File: src/hw/rtl/tracked_id_table_core_assert.svh
// Assertion macros for the tracked id table. They expect clk and rst_n in scope.
`ifndef TRACKED_ID_TABLE_CORE_ASSERT_SVH
`define TRACKED_ID_TABLE_CORE_ASSERT_SVH

`ifndef SYNTHESIS
`define TIT_ASSERT_SAME(label, ante, cons, msg) \
  label: assert property (@(posedge clk) disable iff (!rst_n) (ante) |-> (cons)) \
    else $error(msg);
`define TIT_ASSERT_NEXT(label, ante, cons, msg) \
  label: assert property (@(posedge clk) disable iff (!rst_n) (ante) |=> (cons)) \
    else $error(msg);
`else
`define TIT_ASSERT_SAME(label, ante, cons, msg)
`define TIT_ASSERT_NEXT(label, ante, cons, msg)
`endif

`endif

File: src/hw/rtl/tit_pkg.sv
package tit_pkg;

  localparam int KEY_W  = 32;
  localparam int PAGE_W = 64;

  typedef enum logic [2:0] {
    ACT_ADD       = 3'd0,
    ACT_REMOVE    = 3'd1,
    ACT_UNTRACK   = 3'd2,
    ACT_SUSPEND   = 3'd3,
    ACT_SET_PAGE  = 3'd4,
    ACT_SET_FIRST = 3'd5,
    ACT_QUERY     = 3'd6,
    ACT_GET_ANY   = 3'd7
  } act_t;

  typedef struct packed {
    act_t              action;
    logic [KEY_W-1:0]  key_id;
    logic [PAGE_W-1:0] page_value;
    logic              first_flag_value;
  } req_t;

  typedef struct packed {
    logic              ok;
    logic              tracked_out;
    logic              suspended_out;
    logic [PAGE_W-1:0] page_out;
    logic              first_flag_out;
    logic [KEY_W-1:0]  id_out;
  } rsp_t;

endpackage

File: src/hw/rtl/tit_slot_array.sv
module tit_slot_array #(
  parameter int SLOT_COUNT = 8
) (
  input  logic          clk,
  input  logic          rst_n,
  input  logic          op_en,
  input  tit_pkg::req_t req,
  output tit_pkg::rsp_t rsp
);

  logic [SLOT_COUNT-1:0]         valid_r, valid_nxt;
  logic [SLOT_COUNT-1:0]         first_r, first_nxt;
  logic [SLOT_COUNT-1:0]         susp_r, susp_nxt;
  logic [SLOT_COUNT-1:0]         trk_r, trk_nxt;
  logic [tit_pkg::KEY_W-1:0]     key_r [SLOT_COUNT];
  logic [tit_pkg::KEY_W-1:0]     key_nxt [SLOT_COUNT];
  logic [tit_pkg::PAGE_W-1:0]    page_r [SLOT_COUNT];
  logic [tit_pkg::PAGE_W-1:0]    page_nxt [SLOT_COUNT];

  logic [SLOT_COUNT-1:0]         hit;
  logic [SLOT_COUNT-1:0]         free;
  logic [SLOT_COUNT-1:0]         add_sel;
  logic [SLOT_COUNT-1:0]         hi_hit;
  logic [SLOT_COUNT-1:0]         hi_valid;
  logic                          q_trk, q_susp, q_first;
  logic [tit_pkg::PAGE_W-1:0]    q_page;
  logic [tit_pkg::KEY_W-1:0]     q_id;

  assign free    = ~valid_r;
  assign add_sel = free & (~free + {{(SLOT_COUNT-1){1'b0}}, 1'b1});

  always_comb begin
    logic seen_h;
    logic seen_v;
    seen_h = 1'b0;
    seen_v = 1'b0;
    for (int s = SLOT_COUNT - 1; s >= 0; s--) begin
      hit[s]      = valid_r[s] && (key_r[s] == req.key_id);
      hi_hit[s]   = hit[s] && !seen_h;
      hi_valid[s] = valid_r[s] && !seen_v;
      seen_h      = seen_h | hit[s];
      seen_v      = seen_v | valid_r[s];
    end
  end

  always_comb begin
    q_trk   = 1'b0;
    q_susp  = 1'b0;
    q_first = 1'b0;
    q_page  = '0;
    q_id    = '0;
    for (int s = 0; s < SLOT_COUNT; s++) begin
      q_trk   = q_trk | (hi_hit[s] & trk_r[s]);
      q_susp  = q_susp | (hi_hit[s] & susp_r[s]);
      q_first = q_first | (hi_hit[s] & first_r[s]);
      q_page  = q_page | ({tit_pkg::PAGE_W{hi_hit[s]}} & page_r[s]);
      q_id    = q_id | ({tit_pkg::KEY_W{hi_valid[s]}} & key_r[s]);
    end
  end

  always_comb begin
    rsp = '0;
    case (req.action)
      tit_pkg::ACT_ADD: begin
        rsp.ok = |free;
      end
      tit_pkg::ACT_GET_ANY: begin
        rsp.ok     = |valid_r;
        rsp.id_out = q_id;
      end
      tit_pkg::ACT_QUERY: begin
        rsp.ok             = |hit;
        rsp.tracked_out    = q_trk;
        rsp.suspended_out  = q_susp;
        rsp.page_out       = q_page;
        rsp.first_flag_out = q_first;
      end
      default: begin
        rsp.ok = |hit;
      end
    endcase
  end

  always_comb begin
    valid_nxt = valid_r;
    first_nxt = first_r;
    susp_nxt  = susp_r;
    trk_nxt   = trk_r;
    key_nxt   = key_r;
    page_nxt  = page_r;
    if (op_en) begin
      for (int s = 0; s < SLOT_COUNT; s++) begin
        case (req.action)
          tit_pkg::ACT_ADD: begin
            if (add_sel[s]) begin
              valid_nxt[s] = 1'b1;
              key_nxt[s]   = req.key_id;
              trk_nxt[s]   = 1'b1;
            end
          end
          tit_pkg::ACT_REMOVE: begin
            if (hit[s]) begin
              valid_nxt[s] = 1'b0;
              key_nxt[s]   = '0;
              page_nxt[s]  = '0;
              first_nxt[s] = 1'b1;
              susp_nxt[s]  = 1'b0;
              trk_nxt[s]   = 1'b0;
            end
          end
          tit_pkg::ACT_UNTRACK: begin
            if (hit[s]) begin
              trk_nxt[s] = 1'b0;
            end
          end
          tit_pkg::ACT_SUSPEND: begin
            if (hit[s]) begin
              susp_nxt[s] = 1'b1;
            end
          end
          tit_pkg::ACT_SET_PAGE: begin
            if (hit[s]) begin
              page_nxt[s] = req.page_value;
            end
          end
          tit_pkg::ACT_SET_FIRST: begin
            if (hit[s]) begin
              first_nxt[s] = req.first_flag_value;
            end
          end
          default: begin
          end
        endcase
      end
    end
  end

  always_ff @(posedge clk) begin
    if (!rst_n) begin
      valid_r <= '0;
      first_r <= '1;
      susp_r  <= '0;
      trk_r   <= '0;
      for (int s = 0; s < SLOT_COUNT; s++) begin
        key_r[s]  <= '0;
        page_r[s] <= '0;
      end
    end else begin
      valid_r <= valid_nxt;
      first_r <= first_nxt;
      susp_r  <= susp_nxt;
      trk_r   <= trk_nxt;
      key_r   <= key_nxt;
      page_r  <= page_nxt;
    end
  end

endmodule

File: src/hw/rtl/tracked_id_table_core.sv
// Channel  Direction  Ports                       Contents
// in       slave      in_tvalid/tready/tdata/tuser  one table action with its operands
// out      master     out_tvalid/tready/tdata       one result per action
//
// One transfer is taken per cycle while the output is not stalled.
// The table is read and updated as a transfer moves from input to result register.
// Reset returns every slot to its empty state.
// A stalled output holds its result, and the input stage keeps one more transfer.
`include "tracked_id_table_core_assert.svh"

module tracked_id_table_core #(
  parameter int SLOT_COUNT = 8
) (
  input  logic         clk,
  input  logic         rst_n,
  input  logic         in_tvalid,
  output logic         in_tready,
  // key_id[31:0], page_value[95:32], first_flag_value[96], zero fill above.
  input  logic [103:0] in_tdata,
  // action[2:0].
  input  logic [2:0]   in_tuser,
  output logic         out_tvalid,
  input  logic         out_tready,
  // ok[0], tracked_out[1], suspended_out[2], page_out[66:3], first_flag_out[67],
  // id_out[99:68], zero fill above.
  output logic [103:0] out_tdata
);

  logic          in_v_r, in_v_nxt;
  tit_pkg::req_t req_r, req_nxt;
  logic          out_v_r, out_v_nxt;
  tit_pkg::rsp_t rsp_r, rsp_nxt;
  tit_pkg::rsp_t rsp;
  logic          adv;
  logic          out_stall;
  logic          rsp_blank;

  assign adv       = in_v_r && (!out_v_r || out_tready);
  assign in_tready = !in_v_r || adv;

  tit_slot_array #(
    .SLOT_COUNT(SLOT_COUNT)
  ) u_slots (
    .clk   (clk),
    .rst_n (rst_n),
    .op_en (adv),
    .req   (req_r),
    .rsp   (rsp)
  );

  always_comb begin
    in_v_nxt  = in_v_r;
    req_nxt   = req_r;
    out_v_nxt = out_v_r;
    rsp_nxt   = rsp_r;
    if (in_tvalid && in_tready) begin
      in_v_nxt                 = 1'b1;
      req_nxt.action           = tit_pkg::act_t'(in_tuser);
      req_nxt.key_id           = in_tdata[31:0];
      req_nxt.page_value       = in_tdata[95:32];
      req_nxt.first_flag_value = in_tdata[96];
    end else if (adv) begin
      in_v_nxt = 1'b0;
    end
    if (adv) begin
      out_v_nxt = 1'b1;
      rsp_nxt   = rsp;
    end else if (out_tready) begin
      out_v_nxt = 1'b0;
    end
  end

  always_ff @(posedge clk) begin
    if (!rst_n) begin
      in_v_r  <= 1'b0;
      out_v_r <= 1'b0;
    end else begin
      in_v_r  <= in_v_nxt;
      out_v_r <= out_v_nxt;
    end
  end

  always_ff @(posedge clk) begin
    req_r <= req_nxt;
    rsp_r <= rsp_nxt;
  end

  assign out_tvalid = out_v_r;
  assign out_tdata  = {4'b0, rsp_r.id_out, rsp_r.first_flag_out, rsp_r.page_out,
                       rsp_r.suspended_out, rsp_r.tracked_out, rsp_r.ok};

  assign out_stall = out_v_r && !out_tready;
  assign rsp_blank = (rsp_r.page_out == '0) && (rsp_r.id_out == '0) && !rsp_r.tracked_out
                     && !rsp_r.suspended_out && !rsp_r.first_flag_out;

  `TIT_ASSERT_NEXT(a_out_hold, out_stall, out_v_r && $stable(rsp_r), "stalled result changed")
  `TIT_ASSERT_NEXT(a_req_hold, in_v_r && !adv, in_v_r && $stable(req_r), "waiting transfer lost")
  `TIT_ASSERT_SAME(a_miss_zero, out_v_r && !rsp_r.ok, rsp_blank, "failed result carries data")

endmodule

File: config.mk
export PLATFORM = sky130hd
export DESIGN_NAME = tracked_id_table_core
export DESIGN_NICKNAME = d
export VERILOG_FILES = /design/src/hw/rtl/tit_pkg.sv /design/src/hw/rtl/tit_slot_array.sv /design/src/hw/rtl/tracked_id_table_core.sv
export VERILOG_INCLUDE_DIRS = /design/src /design/src/hw/rtl
export SDC_FILE = /design/constraint.sdc
export NUM_CORES = 2
export LEC_CHECK = 0
export ABC_AREA = 1
export BUFFER_PORTS_ARGS = -buffer_cell sky130_fd_sc_hd__buf_4
export CORE_UTILIZATION = 39
export DETAILED_ROUTE_END_ITERATION = 7
export PLACE_DENSITY_LB_ADDON = 0.05
export REMOVE_ABC_BUFFERS = 1
export SKIP_LAST_GASP = 1
export SYNTH_ARGS = -nofsm -noshare
export SYNTH_HDL_FRONTEND = slang
export SYNTH_SLANG_ARGS = --single-unit
File: constraint.sdc
create_clock -name clk -period 4.1 [get_ports clk]
set_input_delay 0.41 -clock clk [delete_from_list [all_inputs] [get_ports clk]]
set_output_delay 0.41 -clock clk [all_outputs]
set_load 0.01 [all_outputs]
-- After elaboration in Yosys (flattened, before gate mapping)
Index checks and enable logic that the tools add are counted.
- add/subtract/negate cells: 1
- multiply operators: 0
- divide/modulo/power cells: 0
- $lt $le $gt $ge: 0
- eq/ne operators: 63
- shift-type cells: 0
- mux-type cells: 117
- bitwise gates (word level): 90
- reduce and logical (&&, ||, !) cells: 94
- operators with widths (cell ; number):
    $mux W64 ; 16
    $pmux W64 S2 ; 8
    $and A64 B64 Y64 ; 8
    $mux W32 ; 16
    $pmux W32 S2 ; 8
    $or A64 B64 Y64 ; 7
    $and A32 B32 Y32 ; 8
    $eq A32 B32 Y1 ; 8
    $or A32 B32 Y32 ; 7
    $reduce_and A4 Y1 ; 40
    $ne A2 B1 Y1 const B ; 48
    $pmux W1 S2 ; 33
    $mux W1 ; 36
    $or A1 B1 Y1 ; 33
    $and A1 B1 Y1 ; 24
    $logic_and A1 B1 Y1 ; 24
    $reduce_or A8 Y1 ; 3
    $logic_not A1 Y1 ; 16
    $not A8 Y8 ; 2
    $reduce_bool A2 Y1 ; 7
    $eq A3 B3 Y1 const B ; 4
    $add A8 B1 Y8 const B ; 1
    $and A8 B8 Y8 ; 1
    $eq A3 B2 Y1 const B ; 2
    4 further kinds ; 5
- register bits: 1002
- bits in latches: 0
- RAM bits: 0
- bits in read-only memories: 0
- input port bits: 111
- output and inout bits: 106
- logic and storage cells: 425
- memories: 0

-- Logic depth before layout (Yosys ltp)
- depth in word-level cells: 18
- depth in mapped cells: 20
- mapped depth without buffers: 16

-- Hierarchy
Synthesis repeated with hierarchy kept, for this count alone.
- cells, all modules: 6410
- area, all modules: 47154.0 sq um
- modules (own cells, without submodules) (module ; instances ; cells each ; area each (sq um) ; sequential area each (sq um)):
    tit_slot_array ; 1 ; 6192 ; 41019.3 ; 16015.4
    tracked_id_table_core ; 1 ; 218 ; 6134.6 ; 6045.8

-- Worst setup path before layout
OpenSTA, ideal clock, no wires.
- path type: in2reg
- from: input out_tready
- to: register req_r[0] in the netlist's numbering (enable)
- setup time: 454 ps
- arrival time: 2623 ps
- data required time: 3646 ps
- setup slack: 1023 ps
- stages on the path: 4
- path buffers: 0
- cells stage by stage: inv_1 -> nand3_1 -> nand2_1 -> inv_1
- word-level cells in the longest chain between the ends: 4
- ends and longest elaborated chain (element ; line ; text):
    start: declaration ; tracked_id_table_core.sv:23 ; input logic out_tready,
    $logic_or A1 B1 Y1 ; tracked_id_table_core.sv:38 ; assign adv = in_v_r && (!out_v_r || out_tready);
    $logic_and A1 B1 Y1 ; tracked_id_table_core.sv:38 ;
    $logic_or A1 B1 Y1 ; tracked_id_table_core.sv:39 ; assign in_tready = !in_v_r || adv;
    named net in_tready ; tracked_id_table_core.sv:17 ; output logic in_tready,
    $logic_and A1 B1 Y1 ; tracked_id_table_core.sv:56 ; if (in_tvalid && in_tready) begin
    end signal: assignment ; tracked_id_table_core.sv:84 ; req_r <= req_nxt;
    end: declaration ; tracked_id_table_core.sv:30 ; tit_pkg::req_t req_r, req_nxt;
The timed path passes the listed nets, and every way through them passes these cells.
A chain may end at the register's enable or synchronous reset.

-- Final worst setup path
- from: register req_r[77] in the netlist's numbering
- to: register rsp_r (netlist bit out_tdata[59]) (data pin)
- word-level cells in the longest chain between the ends: 18
- elaborated cells between the ends (all ways): 51
- those cells by class: eq/ne: 8; bitwise: 21; reduce/logical: 22
- ends and longest elaborated chain (element ; line ; text):
    $eq A32 B32 Y1 ; tit_slot_array.sv:38 ; hit[s] = valid_r[s] && (key_r[s] == req.key_id);
    $logic_and A1 B1 Y1 ; tit_slot_array.sv:38 ;
    $or A1 B1 Y1 (6 in series) ; tit_slot_array.sv:41 ; seen_h = seen_h | hit[s];
    $logic_not A1 Y1 ; tit_slot_array.sv:39 ; hi_hit[s] = hit[s] && !seen_h;
    $logic_and A1 B1 Y1 ; tit_slot_array.sv:39 ;
    $and A64 B64 Y64 ; tit_slot_array.sv:56 ; q_page = q_page | ({tit_pkg::PAGE_W{hi_hit[s]}} & page_r[s]);
    $or A64 B64 Y64 (6 in series) ; tit_slot_array.sv:56 ;
    $or A64 B64 Y64 (*) ; tit_slot_array.sv:56 ;
    end signal: assignment ; tracked_id_table_core.sv:85 ; rsp_r <= rsp_nxt;
    end: declaration ; tracked_id_table_core.sv:32 ; tit_pkg::rsp_t rsp_r, rsp_nxt;
Mark *: on every way between the ends. The rest lies on a longest branch, timed or not.

==> impl_metrics.ini <==
[outcome]
outcome = complete, no violations

[synth]
synthXorXnorAreaFrac = 0.01258
ys_types = 51
ys_seq_area_frac = 0.4802
ys.flop_type = dfxtp_1
yosys.area_share.simple = 0.2399
synth_async_sr_flop_share = 0
synth_edf_count = 200
ys_ff_latch = 1002
avgSynthCellArea_sq_um = 7.696
synth.area.mux_share = 0
yosys.area.top_type = dfxtp_1
ys_top_cells_by_count = nand2_1, dfxtp_1, nor2_1
synth_area_leaders = dfxtp_1, edfxtp_1, nand2_1
syn-cell-area_sq_mm = 0.04594
synth_top_family_by_area = simple AND/OR/NAND/NOR gates
yosysWarnings = 0
yosysMostFrequentCell = nand2_1
synth_adder_area_share = 0
synth-compound-area-share = 0.1805
syn_inst = 5970
synth_top_area_share = 0.3495

[critical_path]
crit_chain = inv_1 -> nand2_1 -> nand2_1 -> nand2_1 -> nor2_1 -> nand2_1 -> nor2_1 -> nand3_1 -> nand2_1 -> nor2_4 -> buf_4 -> nand3_1 -> nand4_1 -> nor2_1 -> nor2_1
cpLargestDelayFamily = simple AND/OR/NAND/NOR gates
endpoint_kind = flop
critPathMostFrequentCell = nand2_1
slowest_delay_ns = 0.67
cp.arrival_ns = 4.25
startpoint_type = flop
crit_path_top_delay_cell = nor2_4
worstPathRequired_ns = 4.66
critical_path_class = reg2reg
path_buf_inv = 2
cp_max_fo = 40

[placed_design]
place.gp.congestion = 1.036
io_buffers = 205
hpwlAfterDp_um = 121800

[detailed_routing]
first_pass_iters = 6
drc = 0
vias = 43270
via_per_inst = 5.603
drt_iter0_markers = 4279
wire_per_inst_um = 24.23
wl_um = 187100
ant_nets = 0

[grt]
grt_pass1_wl_um = 274700
grt_max_degree = 216
grt_usage = 0.3058
grt-ovfl-total = 0
grt_pass1_vias = 40520
antenna_found_initial = 3

[sta]
maxClockFrequency_mhz = 270.8
skew_ns = 0.04472
finalSetupViolCount = 0
worst_pin_slew_ns = 1.075
fin_crit_ns = 3.693
rsz0062_at_grt = false
fin_crit_sh = 0.9007
holdWs_ns = 0.04023
hold_violations = 0
finalMaxSlewViolations = 0
max_slew_margin = 0.2826

[floorplanning]
coreArea_sq_mm = 0.1165
rows = 125
die_h_um = 345.2
dieArea_sq_mm = 0.1192
start_util = 0.3943
ios = 217
die_x_um = 345.2

[layout]
post-route-util = 0.4634
final_nets = 6208
n_fill_cell = 11660
synthToLayoutAreaGrowth_pct = 17.53
drive_gt1_frac = 0.1049

[clock_network]
numCtsBuffers = 114
cts_tree = yes
worstSkewPairLatency_ns = 0.73
cts_sinks = 1002
cts_root_buffer = clkbuf_16
htreeDepth = 3
cts.path.max_buffers = 3
ctsResizeCount = 0
path_clk_slew_ns = 0.06

[power_and_ir_drop]
power_switching_share = 0.2454
intPower_mw = 16.42
leakage_nw = 21.50
p_sw_mw = 5.339
clkPwrFrac = 0.468
irDropWorstVdd_mv = 0.3220
p_seq_frac = 0.474
pwr-share-comb = 0.058
powerDensity_mw_per_mm2 = 402.9

[run]
drv_cap = 0

[worst_hold_path]
hold_path.class = in2reg
-- layout by cell type, fill, tap and decap left out, types with 10 or more instances in the layout --
| master | count |
|---|---|
| o221ai_1 | 20 |
| nor2_4 | 19 |
| or2_2 | 16 |
| nor3_1 | 51 |
| clkinv_2 | 22 |
| nand3_1 | 292 |
| a31oi_1 | 23 |
| o22ai_1 | 11 |
| clkbuf_8 | 14 |
| xor2_1 | 30 |
| inv_1 | 463 |
| nand2_1 | 1122 |
| nor2_1 | 671 |
| a211oi_2 | 29 |
| a21oi_1 | 519 |
| clkbuf_16 | 117 |
| a211oi_1 | 161 |
| dlygate4sd3_1 | 101 |
| a221oi_1 | 25 |
| buf_4 | 317 |
| o211ai_1 | 10 |
| edfxtp_1 | 200 |
| o211a_1 | 49 |
| o2111ai_1 | 24 |
| clkinv_1 | 21 |
| o21ai_0 | 505 |
| inv_2 | 25 |
| clkbuf_1 | 26 |
| xnor2_1 | 36 |
| nand4_1 | 327 |
| dfxtp_1 | 802 |
| buf_12 | 46 |
-- metrics by stage --
step	TNS (ns)	total power [mW]	setup WS, ns	cells	cell area, sq um
2_1_floorplan	-1920.70	11.00	-4.436	5516	43830
3_3_place_gp	0	11.69	0.5202	7404	49280
3_5_place_dp	0	11.68	0.5865	7404	49280
4_1_cts	0	21.90	0.5435	7720	53990
5_1_grt	0	22.38	0.2328	7720	53990
6_report	0	21.75	0.4073	7722	54000
-- worst paths after layout --
path / start / endpoint / slack [ns] / depth (start not counted)
setup / recovery: req_r[77] / out_tdata[59] / 0.41 / 15
hold / removal: in_tvalid / in_v_r / 0.04 / 3
setup reg to reg: req_r[77] / out_tdata[59] / 0.41 / 15
hold reg to reg: u_slots.page_r[243] / u_slots.page_r[243] / 0.44 / 2
-- layout make-up --
class,count,area [sq um],share of cell area
timing repair buffer,465,4327,0.08013
tap,1524,1907,0.03531
sequential,1002,22060,0.4086
antenna,2,5.005,0.00009269
clock inverter,57,474.2,0.008782
inverter,495,1879,0.03480
clock buffer,158,3226,0.05974
multi-input combinational,4019,20120,0.3726
-- flip-flops by register name, summed over array words and instances (netlist names) --
signal and cells:
u_slots.page_r 512, u_slots.first_r 8, in_v_r 1, req_r 100
u_slots.valid_r 8, u_slots.susp_r 8, u_slots.trk_r 8, out_tdata 100
u_slots.key_r 256, out_tvalid 1
-- power groups by stage --
stage                     logic (mW)  registers (mW)  clock network (mW)
after floorplan                0.501            10.5                   0
after global placement          1.16            10.5                   0
after detailed placement        1.16            10.5                   0
after CTS                       1.24            10.3                10.4
after global routing            1.34            10.3                10.7
final                           1.26            10.3                10.2
-- what timing repair did --
action	4_1_cts	5_1_grt
setup buffers	0	0
endpoints found under the hold margin	102	0
hold buffers	101	0
-- tightest hold or removal path: stages --
cell and delay (ns):
buf_4 0.08, nand2_1 0.11, a21oi_1 0.14
-- layer usage --
layer  share of wire  global-route usage  vias to the layer above
met5               0                   0                        -
met4           0.029             0.08837                        0
met3           0.067             0.04384                      303
met2            0.45              0.4811                     1614
met1            0.46              0.4336                    20770
li1                -                   -                    20580
-- logic make-up after synthesis --
logic type                count (synthesis)
and+or+nand+nor                        2545
AOI/OAI and AO/OA                      1404
other                                     1
buffers and inverters                   952
DFF                                    1002
xor gates and xnor gates                 66
No activity file was read; power rests on OpenSTA's default activity.
